$ cat src/assert_macros.svh
// Assertion macros for the RTL files; included by atapio_emit.
`ifndef ASSERT_MACROS_SVH
`define ASSERT_MACROS_SVH

// Clocked check, disabled while reset is asserted.
`define ASSERT_CLK(lbl, clk, rst_n, prop, msg) \
    lbl: assert property (@(posedge clk) disable iff (!rst_n) prop) else $error(msg);

// Clocked check that also holds during reset.
`define ASSERT_ALWAYS(lbl, clk, prop, msg) \
    lbl: assert property (@(posedge clk) prop) else $error(msg);

`endif

$ cat src/atapio_pkg.sv
// Types and constants of the ATA PIO transfer sequencer.
package atapio_pkg;

    localparam logic [1:0] KIND_START  = 2'd0;
    localparam logic [1:0] KIND_STATUS = 2'd1;
    localparam logic [1:0] KIND_DATA   = 2'd2;

    localparam logic [3:0] OP_REG_WR     = 4'd0;
    localparam logic [3:0] OP_STATUS_RD  = 4'd1;
    localparam logic [3:0] OP_DELAY_RD   = 4'd2;
    localparam logic [3:0] OP_DATA_RD    = 4'd3;
    localparam logic [3:0] OP_DATA_WR    = 4'd4;
    localparam logic [3:0] OP_DELIVER    = 4'd5;
    localparam logic [3:0] OP_NEED_WORDS = 4'd6;
    localparam logic [3:0] OP_DONE_OK    = 4'd7;
    localparam logic [3:0] OP_DONE_ERR   = 4'd8;

    localparam logic [2:0] REG_DATA    = 3'd0;
    localparam logic [2:0] REG_COUNT   = 3'd2;
    localparam logic [2:0] REG_LBA_LO  = 3'd3;
    localparam logic [2:0] REG_LBA_MID = 3'd4;
    localparam logic [2:0] REG_LBA_HI  = 3'd5;
    localparam logic [2:0] REG_DRIVE   = 3'd6;
    localparam logic [2:0] REG_CMD     = 3'd7;

    localparam logic [7:0] CMD_READ48   = 8'h24;
    localparam logic [7:0] CMD_READ28   = 8'h20;
    localparam logic [7:0] CMD_WRITE48  = 8'h34;
    localparam logic [7:0] CMD_WRITE28  = 8'h30;
    localparam logic [7:0] CMD_FLUSH48  = 8'hEA;
    localparam logic [7:0] CMD_FLUSH28  = 8'hE7;
    localparam logic [7:0] DRV_BASE     = 8'hE0;
    localparam logic [7:0] DRV_SLAVE    = 8'h10;

    localparam int ST_BSY = 7;
    localparam int ST_DRQ = 3;
    localparam int ST_ERR = 0;

    localparam logic [1:0] CFG_SLAVE_SELECT = 2'd0;
    localparam logic [1:0] CFG_USE_LBA48    = 2'd1;
    localparam logic [1:0] CFG_POLL_LIMIT   = 2'd2;

    localparam logic [19:0] POLL_LIMIT_RST = 20'd1000000;

    // Last word index of a sector (256 words per sector).
    localparam logic [7:0] WORD_LAST = 8'hFF;

    // Sequence that follows the optional data word result.
    localparam logic [3:0] BODY_NONE     = 4'd0;
    localparam logic [3:0] BODY_STATUS   = 4'd1;
    localparam logic [3:0] BODY_DATARQ   = 4'd2;
    localparam logic [3:0] BODY_NEED     = 4'd3;
    localparam logic [3:0] BODY_DONE_OK  = 4'd4;
    localparam logic [3:0] BODY_DONE_ERR = 4'd5;
    localparam logic [3:0] BODY_FLUSH    = 4'd6;
    localparam logic [3:0] BODY_ISSUE28  = 4'd7;
    localparam logic [3:0] BODY_ISSUE48  = 4'd8;

    typedef struct packed {
        logic [1:0]  kind;
        logic        write_dir;
        logic [31:0] start_lba;
        logic [31:0] sector_count;
        logic [7:0]  status_byte;
        logic [15:0] data_word;
    } t_in_item;

    typedef struct packed {
        logic [3:0]  op;
        logic [2:0]  reg_index;
        logic [15:0] value;
        logic        last;
    } t_out_item;

    typedef struct packed {
        logic        head_en;
        logic [3:0]  head_op;
        logic [15:0] head_val;
        logic [3:0]  body;
        logic [7:0]  drv;
        logic [31:0] lba;
        logic [8:0]  batch;
        logic        writing;
        logic        lba48;
    } t_plan;

endpackage

$ cat src/ata_pio_transfer_sequencer.sv
// Top level of the host-side ATA PIO sector transfer sequencer.
//
//  channel  | direction | handshake                 | payload
//  ---------+-----------+---------------------------+-----------
//  input    | in        | i_in_valid / o_in_ready   | i_in_item
//  result   | out       | o_out_valid / i_out_ready | o_out_item
//  config   | in        | i_cfg_wr_en, no wait      | i_cfg_index, i_cfg_wdata
//
// An accepted item updates the state in the cycle it is taken and loads a result
// plan; the plan sequencer sends one result per cycle while i_out_ready is high (none to 15 per item).
// A read data word yields 2 results, a write data word 1 to 3; a command issue 11 or 15.
// The next item is taken in the cycle the final result of the previous one transfers.
// Reset is synchronous. A stalled result holds intake.
module ata_pio_transfer_sequencer #(
    parameter int BATCH_SECTORS = 256
) (
    input  logic                  i_clk,
    input  logic                  i_rst_n,
    input  logic                  i_in_valid,
    output logic                  o_in_ready,
    input  atapio_pkg::t_in_item  i_in_item,
    output logic                  o_out_valid,
    input  logic                  i_out_ready,
    output atapio_pkg::t_out_item o_out_item,
    input  logic                  i_cfg_wr_en,
    input  logic [1:0]            i_cfg_index,
    input  logic [19:0]           i_cfg_wdata
);
    import atapio_pkg::*;

    localparam logic [2:0] PH_IDLE       = 3'd0;
    localparam logic [2:0] PH_WAIT_BUSY  = 3'd1;
    localparam logic [2:0] PH_WAIT_DRQ   = 3'd2;
    localparam logic [2:0] PH_DATA_READ  = 3'd3;
    localparam logic [2:0] PH_DATA_WRITE = 3'd4;
    localparam logic [2:0] PH_FLUSH_WAIT = 3'd5;

    localparam logic [8:0]  BATCH_MAX9  = 9'(BATCH_SECTORS);
    localparam logic [31:0] BATCH_MAX32 = 32'(BATCH_SECTORS);

    logic        r_slave;
    logic        r_lba48;
    logic [19:0] r_poll_limit;

    logic [2:0]  r_phase,  n_phase;
    logic        r_writing, n_writing;
    logic [31:0] r_cur_lba, n_cur_lba;
    logic [31:0] r_left,   n_left;
    logic [8:0]  r_batch,  n_batch;
    logic [8:0]  r_sib,    n_sib;
    logic [7:0]  r_wi,     n_wi;
    logic [19:0] r_pc,     n_pc;

    t_plan       plan;
    logic        accept;
    logic        load;
    logic        emit_free;
    logic        do_sd;
    logic        do_eb;
    logic        do_retry;

    logic [31:0] eb_lba;
    logic [31:0] eb_left;
    logic [8:0]  eb_batch;
    logic [8:0]  st_batch;
    logic [8:0]  sd_sib;
    logic [19:0] pc_inc;
    logic [7:0]  st;

    assign st       = i_in_item.status_byte;
    assign eb_lba   = r_cur_lba + {23'd0, r_batch};
    assign eb_left  = r_left - {23'd0, r_batch};
    assign eb_batch = (eb_left > BATCH_MAX32) ? BATCH_MAX9 : eb_left[8:0];
    assign st_batch = (i_in_item.sector_count > BATCH_MAX32) ? BATCH_MAX9
                                                             : i_in_item.sector_count[8:0];
    assign sd_sib   = r_sib + 9'd1;
    assign pc_inc   = r_pc + 20'd1;

    assign o_in_ready = emit_free;
    assign accept     = i_in_valid && o_in_ready;
    assign load       = accept && (plan.head_en || plan.body != BODY_NONE);

    always_comb begin
        n_phase   = r_phase;
        n_writing = r_writing;
        n_cur_lba = r_cur_lba;
        n_left    = r_left;
        n_batch   = r_batch;
        n_sib     = r_sib;
        n_wi      = r_wi;
        n_pc      = r_pc;
        do_sd     = 1'b0;
        do_eb     = 1'b0;
        do_retry  = 1'b0;

        plan          = '0;
        plan.head_val = i_in_item.data_word;
        plan.body     = BODY_NONE;
        plan.drv      = DRV_BASE | (r_slave ? DRV_SLAVE : 8'h00)
                      | (r_lba48 ? 8'h00 : {4'h0, r_cur_lba[27:24]});
        plan.lba      = r_cur_lba;
        plan.batch    = r_batch;
        plan.writing  = r_writing;
        plan.lba48    = r_lba48;

        case (i_in_item.kind)
            KIND_START: begin
                if (r_phase == PH_IDLE) begin
                    n_writing = i_in_item.write_dir;
                    n_cur_lba = i_in_item.start_lba;
                    n_left    = i_in_item.sector_count;
                    if (i_in_item.sector_count == 32'd0) begin
                        plan.body = BODY_DONE_OK;
                    end else begin
                        n_batch   = st_batch;
                        n_sib     = 9'd0;
                        n_wi      = 8'd0;
                        n_pc      = 20'd0;
                        n_phase   = PH_WAIT_BUSY;
                        plan.body = BODY_STATUS;
                    end
                end
            end
            KIND_STATUS: begin
                case (r_phase)
                    PH_WAIT_BUSY: begin
                        if (!st[ST_BSY]) begin
                            n_phase   = PH_WAIT_DRQ;
                            n_pc      = 20'd0;
                            plan.body = r_lba48 ? BODY_ISSUE48 : BODY_ISSUE28;
                        end else begin
                            do_retry = 1'b1;
                        end
                    end
                    PH_WAIT_DRQ: begin
                        if (st[ST_ERR]) begin
                            n_phase   = PH_IDLE;
                            plan.body = BODY_DONE_ERR;
                        end else if (!st[ST_BSY] && st[ST_DRQ]) begin
                            n_wi = 8'd0;
                            if (r_writing) begin
                                n_phase   = PH_DATA_WRITE;
                                plan.body = BODY_NEED;
                            end else begin
                                n_phase   = PH_DATA_READ;
                                plan.body = BODY_DATARQ;
                            end
                        end else begin
                            do_retry = 1'b1;
                        end
                    end
                    PH_FLUSH_WAIT: begin
                        if (!st[ST_BSY]) begin
                            do_eb = 1'b1;
                        end else begin
                            do_retry = 1'b1;
                        end
                    end
                    default: ;
                endcase
            end
            KIND_DATA: begin
                if (r_phase inside {PH_DATA_READ, PH_DATA_WRITE}) begin
                    plan.head_en = 1'b1;
                    plan.head_op = (r_phase == PH_DATA_READ) ? OP_DELIVER : OP_DATA_WR;
                    if (r_wi == WORD_LAST) begin
                        do_sd = 1'b1;
                    end else begin
                        n_wi = r_wi + 8'd1;
                        if (r_phase == PH_DATA_READ) begin
                            plan.body = BODY_DATARQ;
                        end
                    end
                end
            end
            default: ;
        endcase

        if (do_retry) begin
            n_pc = pc_inc;
            if (pc_inc >= r_poll_limit) begin
                n_phase   = PH_IDLE;
                plan.body = BODY_DONE_ERR;
            end else begin
                plan.body = BODY_STATUS;
            end
        end

        if (do_sd) begin
            n_wi  = 8'd0;
            n_sib = sd_sib;
            if (sd_sib < r_batch) begin
                n_phase   = PH_WAIT_DRQ;
                n_pc      = 20'd0;
                plan.body = BODY_STATUS;
            end else if (r_writing) begin
                n_phase   = PH_FLUSH_WAIT;
                n_pc      = 20'd0;
                plan.body = BODY_FLUSH;
            end else begin
                do_eb = 1'b1;
            end
        end

        if (do_eb) begin
            n_cur_lba = eb_lba;
            n_left    = eb_left;
            if (eb_left == 32'd0) begin
                n_phase   = PH_IDLE;
                plan.body = BODY_DONE_OK;
            end else begin
                n_batch   = eb_batch;
                n_sib     = 9'd0;
                n_wi      = 8'd0;
                n_pc      = 20'd0;
                n_phase   = PH_WAIT_BUSY;
                plan.body = BODY_STATUS;
            end
        end
    end

    always_ff @(posedge i_clk) begin
        if (!i_rst_n) begin
            r_slave      <= 1'b0;
            r_lba48      <= 1'b0;
            r_poll_limit <= POLL_LIMIT_RST;
        end else if (i_cfg_wr_en) begin
            case (i_cfg_index)
                CFG_SLAVE_SELECT: r_slave      <= i_cfg_wdata[0];
                CFG_USE_LBA48:    r_lba48      <= i_cfg_wdata[0];
                CFG_POLL_LIMIT:   r_poll_limit <= i_cfg_wdata;
                default: ;
            endcase
        end
    end

    always_ff @(posedge i_clk) begin
        if (!i_rst_n) begin
            r_phase   <= PH_IDLE;
            r_writing <= 1'b0;
            r_cur_lba <= 32'd0;
            r_left    <= 32'd0;
            r_batch   <= 9'd0;
            r_sib     <= 9'd0;
            r_wi      <= 8'd0;
            r_pc      <= 20'd0;
        end else if (accept) begin
            r_phase   <= n_phase;
            r_writing <= n_writing;
            r_cur_lba <= n_cur_lba;
            r_left    <= n_left;
            r_batch   <= n_batch;
            r_sib     <= n_sib;
            r_wi      <= n_wi;
            r_pc      <= n_pc;
        end
    end

    atapio_emit u_emit (
        .i_clk   (i_clk),
        .i_rst_n (i_rst_n),
        .i_load  (load),
        .i_plan  (plan),
        .o_free  (emit_free),
        .o_valid (o_out_valid),
        .i_ready (i_out_ready),
        .o_item  (o_out_item)
    );

endmodule

$ cat src/atapio_emit.sv
// Result sequencer: holds one result plan and presents its results one per cycle while i_ready is high.
`include "assert_macros.svh"

module atapio_emit (
    input  logic                  i_clk,
    input  logic                  i_rst_n,
    input  logic                  i_load,
    input  atapio_pkg::t_plan     i_plan,
    output logic                  o_free,
    output logic                  o_valid,
    input  logic                  i_ready,
    output atapio_pkg::t_out_item o_item
);
    import atapio_pkg::*;

    logic       r_active;
    logic [3:0] r_idx;
    t_plan      r_plan;

    logic [3:0] bidx;
    logic [3:0] body_len;
    logic [3:0] total;
    logic       last;

    assign bidx  = r_idx - {3'b000, r_plan.head_en};
    assign total = body_len + {3'b000, r_plan.head_en};
    assign last  = (r_idx == total - 4'd1);

    assign o_valid = r_active;
    assign o_free  = !r_active || (i_ready && last);

    always_comb begin
        case (r_plan.body)
            BODY_STATUS, BODY_DATARQ, BODY_NEED,
            BODY_DONE_OK, BODY_DONE_ERR: body_len = 4'd1;
            BODY_FLUSH:                  body_len = 4'd2;
            BODY_ISSUE28:                body_len = 4'd11;
            BODY_ISSUE48:                body_len = 4'd15;
            default:                     body_len = 4'd0;
        endcase
    end

    always_comb begin
        o_item      = '0;
        o_item.last = last;
        if (r_plan.head_en && r_idx == 4'd0) begin
            o_item.op        = r_plan.head_op;
            o_item.reg_index = REG_DATA;
            o_item.value     = r_plan.head_val;
        end else begin
            case (r_plan.body)
                BODY_STATUS: begin
                    o_item.op        = OP_STATUS_RD;
                    o_item.reg_index = REG_CMD;
                end
                BODY_DATARQ:   o_item.op = OP_DATA_RD;
                BODY_NEED:     o_item.op = OP_NEED_WORDS;
                BODY_DONE_OK:  o_item.op = OP_DONE_OK;
                BODY_DONE_ERR: o_item.op = OP_DONE_ERR;
                BODY_FLUSH: begin
                    o_item.reg_index = REG_CMD;
                    if (bidx == 4'd0) begin
                        o_item.op    = OP_REG_WR;
                        o_item.value = {8'h00, r_plan.lba48 ? CMD_FLUSH48 : CMD_FLUSH28};
                    end else begin
                        o_item.op = OP_STATUS_RD;
                    end
                end
                BODY_ISSUE28: begin
                    case (bidx)
                        4'd0: begin
                            o_item.reg_index = REG_DRIVE;
                            o_item.value     = {8'h00, r_plan.drv};
                        end
                        4'd1, 4'd2, 4'd3, 4'd4: begin
                            o_item.op        = OP_DELAY_RD;
                            o_item.reg_index = REG_CMD;
                        end
                        4'd5: begin
                            o_item.reg_index = REG_COUNT;
                            o_item.value     = {8'h00, r_plan.batch[7:0]};
                        end
                        4'd6: begin
                            o_item.reg_index = REG_LBA_LO;
                            o_item.value     = {8'h00, r_plan.lba[7:0]};
                        end
                        4'd7: begin
                            o_item.reg_index = REG_LBA_MID;
                            o_item.value     = {8'h00, r_plan.lba[15:8]};
                        end
                        4'd8: begin
                            o_item.reg_index = REG_LBA_HI;
                            o_item.value     = {8'h00, r_plan.lba[23:16]};
                        end
                        4'd9: begin
                            o_item.reg_index = REG_CMD;
                            o_item.value     = {8'h00,
                                r_plan.writing ? CMD_WRITE28 : CMD_READ28};
                        end
                        default: begin
                            o_item.op        = OP_STATUS_RD;
                            o_item.reg_index = REG_CMD;
                        end
                    endcase
                end
                BODY_ISSUE48: begin
                    case (bidx)
                        4'd0: begin
                            o_item.reg_index = REG_DRIVE;
                            o_item.value     = {8'h00, r_plan.drv};
                        end
                        4'd1, 4'd2, 4'd3, 4'd4: begin
                            o_item.op        = OP_DELAY_RD;
                            o_item.reg_index = REG_CMD;
                        end
                        4'd5: begin
                            o_item.reg_index = REG_COUNT;
                            o_item.value     = {15'h0000, r_plan.batch[8]};
                        end
                        4'd6: begin
                            o_item.reg_index = REG_LBA_LO;
                            o_item.value     = {8'h00, r_plan.lba[31:24]};
                        end
                        4'd7:  o_item.reg_index = REG_LBA_MID;
                        4'd8:  o_item.reg_index = REG_LBA_HI;
                        4'd9: begin
                            o_item.reg_index = REG_COUNT;
                            o_item.value     = {8'h00, r_plan.batch[7:0]};
                        end
                        4'd10: begin
                            o_item.reg_index = REG_LBA_LO;
                            o_item.value     = {8'h00, r_plan.lba[7:0]};
                        end
                        4'd11: begin
                            o_item.reg_index = REG_LBA_MID;
                            o_item.value     = {8'h00, r_plan.lba[15:8]};
                        end
                        4'd12: begin
                            o_item.reg_index = REG_LBA_HI;
                            o_item.value     = {8'h00, r_plan.lba[23:16]};
                        end
                        4'd13: begin
                            o_item.reg_index = REG_CMD;
                            o_item.value     = {8'h00,
                                r_plan.writing ? CMD_WRITE48 : CMD_READ48};
                        end
                        default: begin
                            o_item.op        = OP_STATUS_RD;
                            o_item.reg_index = REG_CMD;
                        end
                    endcase
                end
                default: o_item = '0;
            endcase
            o_item.last = last;
        end
    end

    always_ff @(posedge i_clk) begin
        if (!i_rst_n) begin
            r_active <= 1'b0;
            r_idx    <= 4'd0;
        end else if (i_load && o_free) begin
            r_active <= 1'b1;
            r_idx    <= 4'd0;
        end else if (r_active && i_ready) begin
            if (last) begin
                r_active <= 1'b0;
            end else begin
                r_idx <= r_idx + 4'd1;
            end
        end
    end

    always_ff @(posedge i_clk) begin
        if (i_load && o_free) begin
            r_plan <= i_plan;
        end
    end

    `ASSERT_CLK(a_idx_in_range, i_clk, i_rst_n, r_active |-> (r_idx < total), "result index past end of plan")
    `ASSERT_CLK(a_load_when_free, i_clk, i_rst_n, i_load |-> o_free, "plan loaded while previous plan still pending")
    `ASSERT_CLK(a_drain_idle, i_clk, i_rst_n, (r_active && i_ready && last && !i_load) |=> !r_active, "sequencer stays busy after final transfer")

endmodule

$ cat config.mk
export PLATFORM = sky130hd
export DESIGN_NAME = ata_pio_transfer_sequencer
export DESIGN_NICKNAME = d
export VERILOG_FILES = /design/src/atapio_pkg.sv /design/src/ata_pio_transfer_sequencer.sv /design/src/atapio_emit.sv
export VERILOG_INCLUDE_DIRS = /design/src /design/src/src
export SDC_FILE = /design/constraint.sdc
export NUM_CORES = 1
export LEC_CHECK = 0
export ABC_AREA = 1
export BUFFER_PORTS_ARGS = -buffer_cell sky130_fd_sc_hd__buf_2
export CAP_MARGIN = 40
export CORE_MARGIN = 4
export CORE_UTILIZATION = 35
export CTS_CLUSTER_DIAMETER = 40
export DETAILED_ROUTE_END_ITERATION = 10
export GPL_ROUTABILITY_DRIVEN = 1
export HOLD_SLACK_MARGIN = 0.15
export PLACE_DENSITY_LB_ADDON = 0.08
export SLEW_MARGIN = 20
export SYNTH_ARGS = -nofsm -noshare
export SYNTH_HDL_FRONTEND = slang
export SYNTH_SLANG_ARGS = --single-unit
$ cat constraint.sdc
create_clock -name i_clk -period 4.2 [get_ports i_clk]
set_input_delay 0.63 -clock i_clk [delete_from_list [all_inputs] [get_ports i_clk]]
set_output_delay 0.63 -clock i_clk [all_outputs]
set_load 0.005 [all_outputs]
==> reports/qor.yml <==
outcome:
  outcome: "complete, no violations"
worst_setup_path:
  ff2ff_path_depth: 29
  max_stage_delay_ps: 360
  cp_max_fo: 7
  crit_path_frequent_cell: "buf_4"
  worstPathArrival_ps: 4390
  r2r_slack_ps: 100
  r2r-start: "r_pc[0]"
  startpoint_type: "flip-flop"
  endpoint_kind: "flip-flop"
  crit_slowest_cell: "dfxtp_2"
  r2r-end: "u_emit.r_plan[65]"
  path_class: "reg2reg"
  required_ps: 4480
synthesis:
  syn_avg_cell_area_sq_um: 7.10
  synth_edf_count: 71
  async_reset_ff_frac: 0
  synth_top_area_frac: 0.201
  ys.flop_type: "dfxtp_1"
  syn_area_sq_um: 14400
  synthTopCellsByArea: "dfxtp_1 (20%), edfxtp_1 (15%), nand2_1 (12%), inv_1 (6.7%), o21ai_0 (5.9%)"
  yosys_warnings: 0
  syn-num-nets: 2208
  seq_area_frac_synth: 0.349
  ys_types: 56
  synth_top_area_cell: "dfxtp_1"
  netlist_instances: 2033
  ys_ff_latch: 216
sta:
  rsz0062_at_grt: "yes"
  hold_slack_ps: 236
  slew-limit-headroom: 0.470
  setup_slack_ps: 97.7
  hold_viol: 0
  clock_skew_ps: 25.5
  tightest_slew_ps: 794
  fin_crit_sh: 0.977
  slew_violations: 0
  finalSetupViolCount: 0
  post-route-min-period_ps: 4100
  fmax_mhz: 244
drt:
  drt_first_pass_iters: 5
  ant_nets: 0
  drcViolationCount: 0
  wl_per_cell_um: 17.2
  num_vias: 14400
  drt-total-wl_mm: 48.1
  vias_per_cell: 5.15
  drt-initial-drc-count: 905
global_route:
  grt_max_degree: 69
  grt_pass1_wl_mm: 74.3
  grt_pass1_vias: 13800
  grt_usage: 0.207
  grt-ovfl-total: 0
  antenna_found_initial: 0
finish:
  drive_above_1_share: 0.213
  fin_area_sq_um: 18100
  num-fill-cells: 4215
  n_antenna_cell: 0
  area_delta_synth_final_pct: 25.2
  final_nets: 2408
  fin_util: 0.443
clock_tree:
  cts_tree: "built"
  cts_root_buf: "clkbuf_16"
  cts_sinks: 216
  cts-buffers-inserted: 46
  cts_hold_buffers: 0
  cts_buffer_depth: 3
  clk_pin_slew_ps: 50
  clock_latency_ps: 570
  h-tree-depth: 2
pwr:
  totalPowerFinal_uw: 7390
  irDropWorstVdd_mv: 0.285
  p_per_area_nw_per_um2: 409
  p_leak_uw: 0.00801
placement:
  dp_slack_ps: -17.9
  post_dp_cell_area_sq_um: 16000
  place.gp.congestion: 0.919
  hpwlAfterDp_mm: 35.4
  io_buffers: 138
die:
  die_w_um: 211
  core.rowCount: 74
  die_y_um: 211
  io_pins: 144
  start_util: 0.354
  dieArea_sq_um: 44600
  core_area_sq_um: 40800
hold_path:
  min_to: "u_emit.r_plan[70]"
  min_path_type: "in2reg"
  min_from: "i_in_item[15]"
  hold_path_depth: 1
flow_run:
  maxCapViolCount: 0
## where the power goes
group | internal [uW] | switching (uW) | total, uW
clock network | 2230 | 1300 | 3530
registers | 2280 | 94.3 | 2380
logic | 508 | 971 | 1480
total | 5020 | 2360 | 7390
## registers in the layout, indices dropped and copies added, names as in the netlist
name / flops
u_emit.body_len: 4
u_emit.r_plan: 71
r_lba48: 1
r_phase: 3
r_batch: 9
r_slave: 1
r_writing: 1
r_wi: 8
r_pc: 20
r_poll_limit: 20
r_left: 32
r_cur_lba: 32
u_emit.r_idx: 4
u_emit.o_valid: 1
r_sib: 9
## worst max-delay path: cells and delay by family (launching register included)
family | cells | cell delay [ps]
flops | 1 | 360
simple gates | 14 | 1610
fa+ha+maj | 2 | 460
buf+inv | 10 | 1050
xor+xnor | 1 | 180
compound gates | 2 | 160
## cell type report
| class | instances | area [sq um] | area share |
|---|---|---|---|
| Timing Repair Buffer | 220 | 1460 | 0.0805 |
| Inverter | 275 | 1030 | 0.0571 |
| Clock inverter | 34 | 309 | 0.0171 |
| Clock buffer | 51 | 1210 | 0.0670 |
| Multi-Input combinational cell | 1474 | 8360 | 0.463 |
| Sequential cell | 216 | 5040 | 0.279 |
| Tap cell | 532 | 666 | 0.0368 |
## cells in the final DEF (no fill, tap or decap), types with 8 or more instances in the layout
cell        Yosys  routed
nand2_1       465     456
inv_1         256     254
o21ai_0       170     169
nor2_1        161     156
dfxtp_1       145     141
buf_2          16     138
a21oi_1       122     122
nand3_1       106      96
edfxtp_1       71      71
buf_4           2      67
ha_1           55      52
clkbuf_16       0      50
a31oi_1        46      46
nand4_1        36      36
xor2_1         37      35
nand2_2        21      25
nor3_1         26      24
o22ai_1        24      24
nor2_2         19      22
inv_2          19      21
a21oi_2        21      21
o211ai_2       18      18
o211ai_1       17      17
nor4_1         12      12
nor2_4          9      11
nand3_2         5      11
xnor2_1        11      11
nand3b_1       10      10
a221oi_1       10      10
clkinv_2        0      10
clkinvlp_4      0       9
nand2_4         5       8
o2111ai_1       8       8
## per-layer routing
layer	GRT usage	vias to the layer above	share of wire
met5	0	-	0
met1	0.272	6676	0.45
met3	0.0377	93	0.053
met2	0.343	351	0.46
li1	-	7297	-
met4	0.0756	0	0.035
## synthesized netlist by cell type, drive strengths merged (2+ instances only)
cell / count
ha: 55
inv: 275
o21bai: 2
nor4: 12
nor3: 34
or2: 8
a211oi: 6
nand4: 36
dfxtp: 145
o221ai: 3
a31oi: 46
o211ai: 35
a221oi: 10
nor2: 189
o31ai: 3
buf: 26
a21oi: 143
o32ai: 2
nand2: 491
clkbuf: 43
edfxtp: 71
o311ai: 3
nand3b: 11
o22ai: 24
a21o: 3
o2111ai: 8
nand3: 111
xor2: 37
fa: 2
o21ai: 180
xnor2: 11
## timing repair
action	in CTS	in global routing
gates cloned	1	5
pin swaps	22	33
endpoints found under the hold margin	0	0
setup buffers	9	8
endpoints found under the setup margin	71	119
resized for setup	25	41
## cell families (layout without fill, tap and decap cells)
logic type                 after synthesis  count (layout)  share of synthesized area
DFF                                    216             216                      0.349
and+or+nand+nor                        893             894                      0.277
adders and majority gates               57              57                     0.0504
AOI/OAI and AO/OA                      475             475                      0.201
xor gates and xnor gates                48              48                     0.0291
buffers and inverters                  344             580                     0.0934
## per-stage QoR
stage / setup TNS [ps] / instances
floorplan: 0 / 2033
global placement: 0 / 2695
detailed placement: -238 / 2695
CTS: -82.4 / 2790
global route: -9580 / 2802
finish: 0 / 2802
## how the worst max path moves through the flow
stage                               endpoint  slack [ps]    start  depth (start not counted)
after global routing       u_emit.r_plan[21]        -170  r_pc[1]                         28
after detailed placement  u_emit.body_len[0]         -20  r_pc[1]                         32
final                      u_emit.r_plan[65]         100  r_pc[0]                         29
after CTS                 u_emit.body_len[0]          -8  r_pc[1]                         32
after floorplan           u_emit.body_len[0]          30  r_pc[1]                         32
after global placement     u_emit.r_plan[63]          30  r_pc[1]                         28
Note: power is estimated with default switching activity, not from simulation.
